[src/rtl/bst_pkg.sv]
// shared types and constants for the beacon score and track table
// no dependencies
package bst_pkg;
   localparam int MAX_ENTRIES = 32;
   localparam int RING_LEN = 24;
   localparam int PREFIX_COUNT = 10;
   localparam int SLOT_W = $clog2(MAX_ENTRIES);
   localparam int CNT_W = $clog2(MAX_ENTRIES + 1);
   localparam int RING_W = $clog2(RING_LEN);
   localparam logic [6:0] SCORE_CAP = 7'd100;

   localparam logic [2:0] REG_PREFIX = 3'd0;
   localparam logic [2:0] REG_NAME = 3'd1;
   localparam logic [2:0] REG_MAKER = 3'd2;
   localparam logic [2:0] REG_MULTI = 3'd3;
   localparam logic [2:0] REG_ACCEPT = 3'd4;

   localparam logic [1:0] ST_IGNORED = 2'd0;
   localparam logic [1:0] ST_UPDATED = 2'd1;
   localparam logic [1:0] ST_ADDED = 2'd2;
   localparam logic [1:0] ST_FULL = 2'd3;

   localparam logic [23:0] KNOWN_PREFIX [PREFIX_COUNT] = '{
      24'h588E81, 24'hCCCCCC, 24'hEC1BBD, 24'h9035EA, 24'h040D84,
      24'hF082C0, 24'h1C34F1, 24'h385B44, 24'h943469, 24'hB4E3F9};

   typedef struct packed {
      logic [47:0] address;
      logic        name_hit;
      logic        maker_seen;
      logic signed [7:0] strength;
      logic [31:0] stamp;
   } req_type;

   typedef struct packed {
      logic [1:0] status;
      logic [6:0] score;
      logic [4:0] slot;
      logic       prefix_hit;
   } rsp_type;

   typedef struct packed {
      logic [47:0] address;
      logic        maker_seen;
      logic signed [7:0] strength;
      logic [31:0] stamp;
      logic [6:0]  score;
      logic        prefix_hit;
      logic        accept;
   } job_type;

   typedef struct packed {
      logic [6:0] score_prefix;
      logic [6:0] name_points;
      logic [6:0] score_maker;
      logic [6:0] bonus_points;
      logic [6:0] accept_level;
   } cfg_type;
endpackage

[src/rtl/bst_front.sv]
// front end: prefix lookup, scoring and a two-word queue to the back end
// depends on bst_pkg
module bst_front import bst_pkg::*; (
   input  logic    clock,
   input  logic    reset,
   input  cfg_type cfg,
   input  logic    req_valid,
   output logic    req_ready,
   input  req_type req_data,
   output logic    job_valid,
   input  logic    job_ready,
   output job_type job_data
);
   job_type q_ff [2];
   job_type q_in;
   logic [1:0] cnt_ff;
   logic wr_ptr_ff, rd_ptr_ff;
   logic pfx;
   logic [1:0] nsig;
   logic [8:0] sum;
   logic [6:0] clamp;
   logic push, pop;

   always_comb begin
      pfx = 1'b0;
      for (int i = 0; i < PREFIX_COUNT; i++) begin
         if (req_data.address[47:24] == KNOWN_PREFIX[i]) pfx = 1'b1;
      end
      nsig = 2'(pfx) + 2'(req_data.name_hit) + 2'(req_data.maker_seen);
      sum = (pfx ? 9'(cfg.score_prefix) : 9'd0)
          + (req_data.name_hit ? 9'(cfg.name_points) : 9'd0)
          + (req_data.maker_seen ? 9'(cfg.score_maker) : 9'd0)
          + (nsig >= 2'd2 ? 9'(cfg.bonus_points) : 9'd0);
      clamp = (sum > 9'(SCORE_CAP)) ? SCORE_CAP : sum[6:0];
      q_in.address = req_data.address;
      q_in.maker_seen = req_data.maker_seen;
      q_in.strength = req_data.strength;
      q_in.stamp = req_data.stamp;
      q_in.score = clamp;
      q_in.prefix_hit = pfx;
      q_in.accept = clamp >= cfg.accept_level;
   end

   assign req_ready = cnt_ff != 2'd2;
   assign push = req_valid && req_ready;
   assign job_valid = cnt_ff != 2'd0;
   assign pop = job_valid && job_ready;
   assign job_data = q_ff[rd_ptr_ff];

   always_ff @(posedge clock) begin
      if (push) q_ff[wr_ptr_ff] <= q_in;
      if (reset) begin
         cnt_ff <= 2'd0;
         wr_ptr_ff <= 1'b0;
         rd_ptr_ff <= 1'b0;
      end else begin
         if (push) wr_ptr_ff <= ~wr_ptr_ff;
         if (pop) rd_ptr_ff <= ~rd_ptr_ff;
         cnt_ff <= cnt_ff + 2'(push) - 2'(pop);
      end
   end
endmodule

[src/rtl/bst_back.sv]
// back end: sequential table walk, entry update or insert, ring fill
// depends on bst_pkg
module bst_back import bst_pkg::*; (
   input  logic    clock,
   input  logic    reset,
   input  logic    job_valid,
   output logic    job_ready,
   input  job_type job_data,
   output logic    rsp_valid,
   input  logic    rsp_ready,
   output rsp_type rsp_data
);
   localparam logic [1:0] S_IDLE = 2'd0;
   localparam logic [1:0] S_WALK = 2'd1;
   localparam logic [1:0] S_FILL = 2'd2;
   localparam logic [1:0] S_DONE = 2'd3;
   localparam int RA_W = $clog2(MAX_ENTRIES * RING_LEN);

   logic [47:0] addr_mem [MAX_ENTRIES];
   logic [7:0]  str_mem [MAX_ENTRIES];
   logic [6:0]  score_mem [MAX_ENTRIES];
   logic [1:0]  flag_mem [MAX_ENTRIES];
   logic [31:0] time_mem [MAX_ENTRIES];
   logic [RING_W-1:0] head_mem [MAX_ENTRIES];
   logic [7:0]  ring_mem [MAX_ENTRIES * RING_LEN];

   logic [1:0] state_ff;
   job_type job_ff;
   logic [CNT_W-1:0] count_ff;
   logic [CNT_W-1:0] idx_ff;
   logic [RING_W-1:0] fill_ff;
   logic [47:0] rd_addr_ff;
   logic [RING_W-1:0] rd_head_ff;
   logic rd_ok_ff;
   logic rsp_valid_ff;
   rsp_type rsp_ff;
   logic [SLOT_W-1:0] slot;
   logic [RA_W-1:0] ring_base;

   assign slot = idx_ff[SLOT_W-1:0];
   assign ring_base = RA_W'(slot) * RA_W'(RING_LEN);
   assign job_ready = state_ff == S_IDLE && !rsp_valid_ff;
   assign rsp_valid = rsp_valid_ff;
   assign rsp_data = rsp_ff;

   always_ff @(posedge clock) begin
      rd_addr_ff <= addr_mem[slot];
      rd_head_ff <= head_mem[slot];
      if (reset) begin
         state_ff <= S_IDLE;
         count_ff <= '0;
         rsp_valid_ff <= 1'b0;
         rd_ok_ff <= 1'b0;
      end else begin
         if (rsp_valid_ff && rsp_ready) rsp_valid_ff <= 1'b0;
         case (state_ff)
            S_IDLE: begin
               if (job_valid && job_ready) begin
                  job_ff <= job_data;
                  idx_ff <= '0;
                  rd_ok_ff <= 1'b0;
                  rsp_ff.score <= job_data.score;
                  rsp_ff.prefix_hit <= job_data.prefix_hit;
                  rsp_ff.slot <= '0;
                  rsp_ff.status <= ST_IGNORED;
                  state_ff <= job_data.accept ? S_WALK : S_DONE;
               end
            end
            S_WALK: begin
               if (!rd_ok_ff) begin
                  if (idx_ff >= count_ff) begin
                     if (count_ff >= CNT_W'(MAX_ENTRIES)) begin
                        rsp_ff.status <= ST_FULL;
                        state_ff <= S_DONE;
                     end else begin
                        addr_mem[slot] <= job_ff.address;
                        str_mem[slot] <= job_ff.strength;
                        score_mem[slot] <= job_ff.score;
                        flag_mem[slot] <= {job_ff.prefix_hit, job_ff.maker_seen};
                        time_mem[slot] <= job_ff.stamp;
                        head_mem[slot] <= '0;
                        count_ff <= count_ff + 1'b1;
                        fill_ff <= '0;
                        rsp_ff.status <= ST_ADDED;
                        rsp_ff.slot <= 5'(slot);
                        state_ff <= S_FILL;
                     end
                  end else begin
                     rd_ok_ff <= 1'b1;
                  end
               end else begin
                  rd_ok_ff <= 1'b0;
                  if (rd_addr_ff == job_ff.address) begin
                     str_mem[slot] <= job_ff.strength;
                     score_mem[slot] <= job_ff.score;
                     time_mem[slot] <= job_ff.stamp;
                     ring_mem[ring_base + RA_W'(rd_head_ff)] <= job_ff.strength;
                     head_mem[slot] <= (rd_head_ff == RING_W'(RING_LEN - 1)) ? '0
                                       : rd_head_ff + 1'b1;
                     rsp_ff.status <= ST_UPDATED;
                     rsp_ff.slot <= 5'(slot);
                     state_ff <= S_DONE;
                  end else begin
                     idx_ff <= idx_ff + 1'b1;
                  end
               end
            end
            S_FILL: begin
               ring_mem[ring_base + RA_W'(fill_ff)] <= job_ff.strength;
               fill_ff <= fill_ff + 1'b1;
               if (fill_ff == RING_W'(RING_LEN - 1)) state_ff <= S_DONE;
            end
            S_DONE: begin
               if (!rsp_valid_ff || rsp_ready) begin
                  rsp_valid_ff <= 1'b1;
                  state_ff <= S_IDLE;
               end
            end
            default: state_ff <= S_IDLE;
         endcase
      end
   end
endmodule

[src/rtl/beacon_score_and_track_table_top.sv]
// top level: register file, front scorer and back table walker
// ignored words skip the table walk; accepted words walk the table entry by entry,
// and a ring fill follows when an entry is added
// the back end takes one word at a time; the front queue holds two more
// synchronous active-high reset clears configuration to defaults and empties the table
// depends on bst_pkg, bst_front, bst_back
module beacon_score_and_track_table_top import bst_pkg::*; (
   input  logic       clock,
   input  logic       reset,
   input  logic       csr_valid,
   output logic       csr_ready,
   input  logic [2:0] csr_index,
   input  logic [6:0] csr_data,
   input  logic       req_valid,
   output logic       req_ready,
   input  req_type    req_data,
   output logic       rsp_valid,
   input  logic       rsp_ready,
   output rsp_type    rsp_data
);
   cfg_type cfg_ff;
   logic    job_valid, job_ready;
   job_type job_data;

   assign csr_ready = 1'b1;

   always_ff @(posedge clock) begin
      if (reset) begin
         cfg_ff <= '{7'd15, 7'd45, 7'd60, 7'd20, 7'd40};
      end else if (csr_valid) begin
         case (csr_index)
            REG_PREFIX: cfg_ff.score_prefix <= csr_data;
            REG_NAME:   cfg_ff.name_points <= csr_data;
            REG_MAKER:  cfg_ff.score_maker <= csr_data;
            REG_MULTI:  cfg_ff.bonus_points <= csr_data;
            REG_ACCEPT: cfg_ff.accept_level <= csr_data;
            default: ;
         endcase
      end
   end

   bst_front u_front (
      .clock, .reset, .cfg(cfg_ff), .req_valid, .req_ready, .req_data,
      .job_valid, .job_ready, .job_data
   );

   bst_back u_back (
      .clock, .reset, .job_valid, .job_ready, .job_data,
      .rsp_valid, .rsp_ready, .rsp_data
   );

   a_score_cap: assert property (@(posedge clock) disable iff (reset)
      rsp_valid |-> rsp_data.score <= SCORE_CAP)
      else $error("score above cap");
   a_slot_zero: assert property (@(posedge clock) disable iff (reset)
      rsp_valid && (rsp_data.status == ST_IGNORED || rsp_data.status == ST_FULL)
      |-> rsp_data.slot == 5'd0)
      else $error("slot set on ignored or full word");
   a_rsp_hold: assert property (@(posedge clock) disable iff (reset)
      rsp_valid && !rsp_ready |=> rsp_valid && $stable(rsp_data))
      else $error("result dropped while stalled");
endmodule

[config.mk]
export PLATFORM = sky130hd
export DESIGN_NAME = beacon_score_and_track_table_top
export DESIGN_NICKNAME = d
export VERILOG_FILES = /design/src/rtl/bst_pkg.sv /design/src/rtl/bst_front.sv /design/src/rtl/bst_back.sv /design/src/rtl/beacon_score_and_track_table_top.sv
export SDC_FILE = /design/constraint.sdc
export NUM_CORES = 2
export LEC_CHECK = 0
export BUFFER_PORTS_ARGS = -buffer_cell sky130_fd_sc_hd__buf_2
export CORE_AREA = 2 2 355 357
export DETAILED_ROUTE_END_ITERATION = 6
export DIE_AREA = 0 0 357 359
export PLACE_DENSITY = 0.75
export SLEW_MARGIN = 0
export SYNTH_ARGS = -nofsm -noshare
export SYNTH_HDL_FRONTEND = slang
export SYNTH_SLANG_ARGS = --single-unit
[constraint.sdc]
create_clock -name clock -period 5.88 [get_ports clock]
set_input_delay 0.294 -clock clock [delete_from_list [all_inputs] [get_ports clock]]
set_output_delay 0.294 -clock clock [all_outputs]
set_load 0.005 [all_outputs]
# Word-level counts from Yosys, hierarchy flattened
# Memory sizes are Yosys's and may differ from the RTL's. A register that Yosys moved wholly into a read port is not among the register bits.
# Index checks and enable logic that the tools add are counted.
# W data, S select, Z words.
[word_totals]
out_inout_bits = 18
regBits = 123
mem_bits_ro = 0
latch_bits = 0
in_bits = 105
ramBits = 1732
memories = 2
[mem_list]
columns = ["name", "words", "word_bits", "rd", "rd_clocked_by_memory_dff", "wr", "line_no", "source"]
rows = [
  ["u_back.addr_mem", 32, 48, 1, 1, 1, "bst_back.sv:19", "logic [47:0] addr_mem [MAX_ENTRIES];"],
  ["u_front.q_ff", 2, 98, 1, 1, 1, "bst_front.sv:14", "job_type q_ff [2];"],
]
[op_classes]
n_lt_le_gt_ge = 5
add_sub_neg = 10
n_reduce_logical = 24
n_bitwise = 5
n_div = 0
mux = 58
n_shift = 0
multipliers = 0
n_eq_ne = 31
[op_table]
columns = ["operator", "n"]
rows = [
  ["$eq A24 B24 Y1 const B", 6],
  ["$eq A48 B48 Y1", 1],
  ["$mux W5", 7],
  ["$mux W7", 5],
  ["$add A9 B9 Y9", 3],
  ["$mux W1", 27],
  ["$eq A24 B19 Y1 const B", 1],
  ["$eq A24 B21 Y1 const B", 1],
  ["$eq A24 B22 Y1 const B", 1],
  ["$eq A24 B23 Y1 const B", 1],
  ["$pmux W5 S2", 2],
  ["$reduce_and A5 Y1", 4],
  ["$mux W2", 9],
  ["$mux W6", 3],
  ["$mux W15", 1],
  ["$add A6 B1 Y6 const B", 2],
  ["$pmux W6 S2", 1],
  ["$reduce_and A2 Y1", 6],
  ["$ne A2 B2 Y1 const B", 5],
  ["$gt A9 B7 Y1 const B", 1],
  ["$ne A2 B1 Y1 const B", 4],
  ["$pmux W2 S4", 1],
  ["$ge A7 B7 Y1", 1],
  ["$eq A3 B2 Y1 const B", 2],
  ["other kinds (27)", 38],
]

# Logic depth before layout (Yosys ltp)
[logic_depth]
ltp_word = 19
mapped_depth = 29

# Hierarchy
# From an unflattened synthesis, not the netlist that was laid out.
[unflattened]
hier_cells = 3327
hier_area_um2 = 72305.6
[modules_own_cells]
columns = ["module", "seq_area_each_um2", "n_inst", "area_each_um2", "cells_per_inst"]
rows = [
  ["bst_back", 49507.5, 1, 62099.6, 2665],
  ["bst_front", 5985.7, 1, 8728.4, 520],
  ["beacon_score_and_track_table_top", 700.7, 1, 1477.7, 142],
]

# Least setup slack after synthesis
# OpenSTA, ideal clock, no wires.
[synth_path]
kind = "input to register"
startpoint = "in req_data[67] (netlist bit)"
endpoint = "mem u_front.q_ff[0][0] (netlist bit), data pin"
required_time_ps = 5616
arrival_time_ps = 6126
setup_slack_ps = -510
cell_stages = 28
setup_ps = 264
path_cell_list = "and2b_4 nand2_1 or4_4 o21ai_2 a32oi_2 o2111ai_4 ha_1 a21oi_1 nor2b_1 fa_1 fa_1 ha_1 fa_1 a21o_1 a21oi_1 o21bai_1 a2111oi_0 a41o_1 o31a_1 nand2_1 ha_1 nand2b_1 a21o_1 a21o_1 a21oi_1 nor2b_1 o21ai_0 a21oi_1"
[synth_rtl]
columns = ["element", "line_no", "source"]
rows = [
  ["start, declared", "beacon_score_and_track_table_top.sv:16", "input req_type req_data,"],
  ["end, declared", "bst_front.sv:14", ""],
]

==> metrics.md <==
| Metric | Value |
|---|---|
| Met3 Usage GRT | a little under 7% |
| Sw Share | roughly a quarter |
| Post-route ant nets | 0 |
| Max-cap violation count | 0 |
| Clock sinks | 1822 |
| Int Pwr | 23.4 mW |
| Vias | 34.6k |
| Max-slew violations | 0 |
| Clk_lat worst skew | a little under 0.8 ns |
| Tot GR Track Use | 26.4% |
| Die outline height | around 360 µm |
| Clock share of power | ~35% |
| Post-layout util | a little over three fifths |
| Xor/xnor share of the synthesized area | less than 1% |
| Die Wd | roughly 360 µm |
| Largest family of logic cells by synthesized area | multiplexers |
| Initial Util | a little under three fifths |
| CORE AREA | 0.125 mm² |
| CTS H-Tree Depth | 4 |
| Power Density | between 300 and 400 mW/mm² |
| Met2 GRT Util | around two fifths |
| Period utilization | between 90 and 100% |
| Syn_area_per_cell | roughly 22 µm² |
| Synthesized flop and latch total | ~1.8k |
| Post-DP HPWL | between 80000 and 90000 µm |
| Synth Area in Compound Gates | between 2 and 3% |
| Worst-path clk slew | 0.06 ns |
| Slowest CP cell | fa_1 |
| Slew @ Worst Pin | about 1.2 ns |
| CP Class | in -> reg |
| Global route overflow | 0 |
| I/O pins | about 120 |
| Root Buffer | clkbuf_16 |
| GPL Wtd Cong | 0.819 |
| LEAKAGE | around 25 nW |
| Most common cell after layout, fill and taps aside | edfxtp_1 |
| Post-synthesis mux area share | a little over an eighth |
| 1st-iter DRT viols | 4925 |
| Fmax | around 180 MHz |
| Most frequent cells in the layout | edfxtp_1, mux4_2, a22oi_1, clkbuf_16, buf_4 |
| Syn_nets | between 3k and 4k |
| Post-synth EDFFs | 1724 |
| Post-Place Worst Slack | -0.546 ns |
| Grt peak-use layer | met2 |
| Critical path peak fanout | 4 |
| Crit. End Element | flip-flop |
| Initial antenna violation count | 3 |
| Critical path required time | approximately 6.4 ns |
| Die area | about 0.13 mm² |
| Drc violations | 0 |
| Max clock buf depth | 3 |
| Area grow syn2layout | 14.2% |
| Worst hold path class | in -> reg |
| Adder-cell share of the synthesized area | under 10% |
| Reg power frac | between 50% and 60% |
| Vias in the first global route | ~35k |
| Share of layout cells above drive strength 1 | about 27% |
| CTS tree | done |
| Net switching power | 7.87 mW |
| Setup ws final | 0.185 ns |
| Final Skew | between 0.02 and 0.03 ns |
| Antenna Diode Count | 0 |
| Most common cell on crit path | a21o_1 |
| Post-synthesis async set-or-reset flop share | 0% |
| Mapped cell area | between 0.06 and 0.07 mm² |
| Final Hold Viols | 0 |
| Grt met1 use | between 30% and 40% |
| Status | completed |
| Post-synth cell types | 66 |
| Synth warnings | 0 |
| Simple-gate share of the synthesized area | roughly 2.8% |
| DRT Wirelength | between 150000 and 200000 µm |
| Pin count of the biggest net entering global routing | between 100 and 150 |
| Vias per cell | roughly 6.5 |
| Max rail drop VDD | around 0.39 mV |
| Register area share after synthesis | 77.9% |
| Overall power | around 31 mW |
| Drt wl/cell | between 30 and 40 µm |
| Port Buf Inserts | a little over 80 |
| Final net count | approximately 3.7k |
| Crit path largest cell delay | between 0.5 and 0.6 ns |
| Slew HR | a little under a fifth |
| Logic pwr share | between 10% and 20% |
| Primary FF master, synth | edfxtp_1 |
| Num CTS Buffers | ~170 |
| Clock period minus worst slack | roughly 5.7 ns |
| Drt pass-1 iters | 5 |
| Startpoint Class | input port |
| Cells after synthesis | roughly 3.2k |
| Setup violators final | 0 |
| FP Rows | 130 |
| Global-route wire length before repair | approximately 240000 µm |
| Critical path arrival | 6.22 ns |
repair_timing:
item | CTS | global route
hold endpoints to repair | 133 | 0
endpoints found under the setup margin | 0 | 2
hold buffers | 58 | 0
setup buffers | 0 | 2
resized for setup | 0 | 19
registers in the layout, summed over array words and instances, names as in the netlist, named ones only:
name	cells
cfg_ff	35
u_front.q_ff	114
u_back.rd_ok_ff	1
u_back.idx_ff	6
u_back.job_ff	48
u_back.addr_mem	1536
u_front.rd_ptr_ff	1
u_back.state_ff	2
u_back.count_ff	6
u_back.fill_ff	5
u_front.wr_ptr_ff	1
u_back.rsp_valid	1
u_back.rsp_data	15
u_front.cnt_ff	2
u_back.rd_addr_ff	48
cell type report:
cell class | instances | area, µm²
repair buffers | 306 | 2490
multi-input cells | 1173 | 14900
flip-flops and latches | 1822 | 53700
inverters | 39 | 146
fillers | 8084 | 45800
well taps | 1650 | 2060
clock inverters | 76 | 721
clock buffers | 238 | 4740
synthesized netlist by cell type (6+ instances only):
cell	n	area [µm²]
edfxtp_1	1724	51800
mux4_2	384	8650
a22oi_1	193	1450
dfxtp_1	98	1960
clkbuf_1	97	364
nor2_1	70	263
nand2_1	69	259
nand4_1	65	407
xnor2_1	60	526
mux2_2	56	631
buf_2	44	220
inv_1	38	143
ha_1	35	438
and2_1	34	213
a21oi_1	24	120
nor2b_1	23	144
nand3b_1	16	120
fa_1	14	280
nand3_1	12	60.1
nor3_1	10	50.1
a211o_1	9	78.8
buf_1	9	33.8
mux2i_1	8	80.1
nand4b_1	8	70.1
xor2_1	6	52.6
per-stage QoR:
| stage | instance area (µm²) | std cells | hold slack (ns) | TNS, ns |
|---|---|---|---|---|
| after floorplan | 69100 | 3185 | 0.393 | -0.186 |
| after global placement | 72700 | 4931 | 0.445 | -0.996 |
| after detailed placement | 72700 | 4931 | 0.447 | -1.09 |
| after CTS | 78700 | 5303 | 0.00459 | 0 |
| after global routing | 78800 | 5304 | 0.0197 | -0.0972 |
| final | 78800 | 5304 | 0.0327 | 0 |
cell families (layout without fill, tap and decap cells):
| kind of cell | after synthesis | in the layout |
|---|---|---|
| flops | 1822 | 1822 |
| mux | 448 | 448 |
| simple gates | 351 | 351 |
| compound gates | 258 | 258 |
| buf+inv | 190 | 659 |
| xor+xnor | 66 | 66 |
| fa+ha+maj | 49 | 49 |
| other cells | 1 | 1 |
power by group through the flow:
stage | clock network, mW | registers (mW) | logic, mW
floorplan | 0 | 16.0 | 2.95
global placement | 0 | 15.9 | 4.62
detailed placement | 0 | 16.0 | 4.68
CTS | 10.9 | 15.7 | 4.77
global route | 11.4 | 15.8 | 5.08
finish | 10.8 | 15.7 | 4.77
final timing paths:
check             slack, ns                  end    startpoint  cells after the start
setup / recovery       0.19   u_front.q_ff[1][0]  req_data[68]                     29
hold / removal         0.03  u_front.q_ff[1][76]  req_data[68]                      3
setup reg to reg       1.17   u_front.q_ff[1][0]    cfg_ff[22]                     20
hold reg to reg        0.46            cfg_ff[1]     cfg_ff[1]                      2
worst max-delay path, delay by kind of cell:
| kind | cells | cell delay [ns] |
|---|---|---|
| simple gates | 7 | 1.10 |
| compound gates | 15 | 2.57 |
| buf+inv | 1 | 0.11 |
| fa+ha+maj | 6 | 2.13 |
metal layers:
layer	routed length, µm	part of all wire (%)	vias to the layer above
met5	32	0.019	-
met4	5620	3.4	4
met3	18900	11	328
met2	81200	49	2245
met1	61700	37	18100
li1	-	-	13900
(Power assumes the default switching activity.)
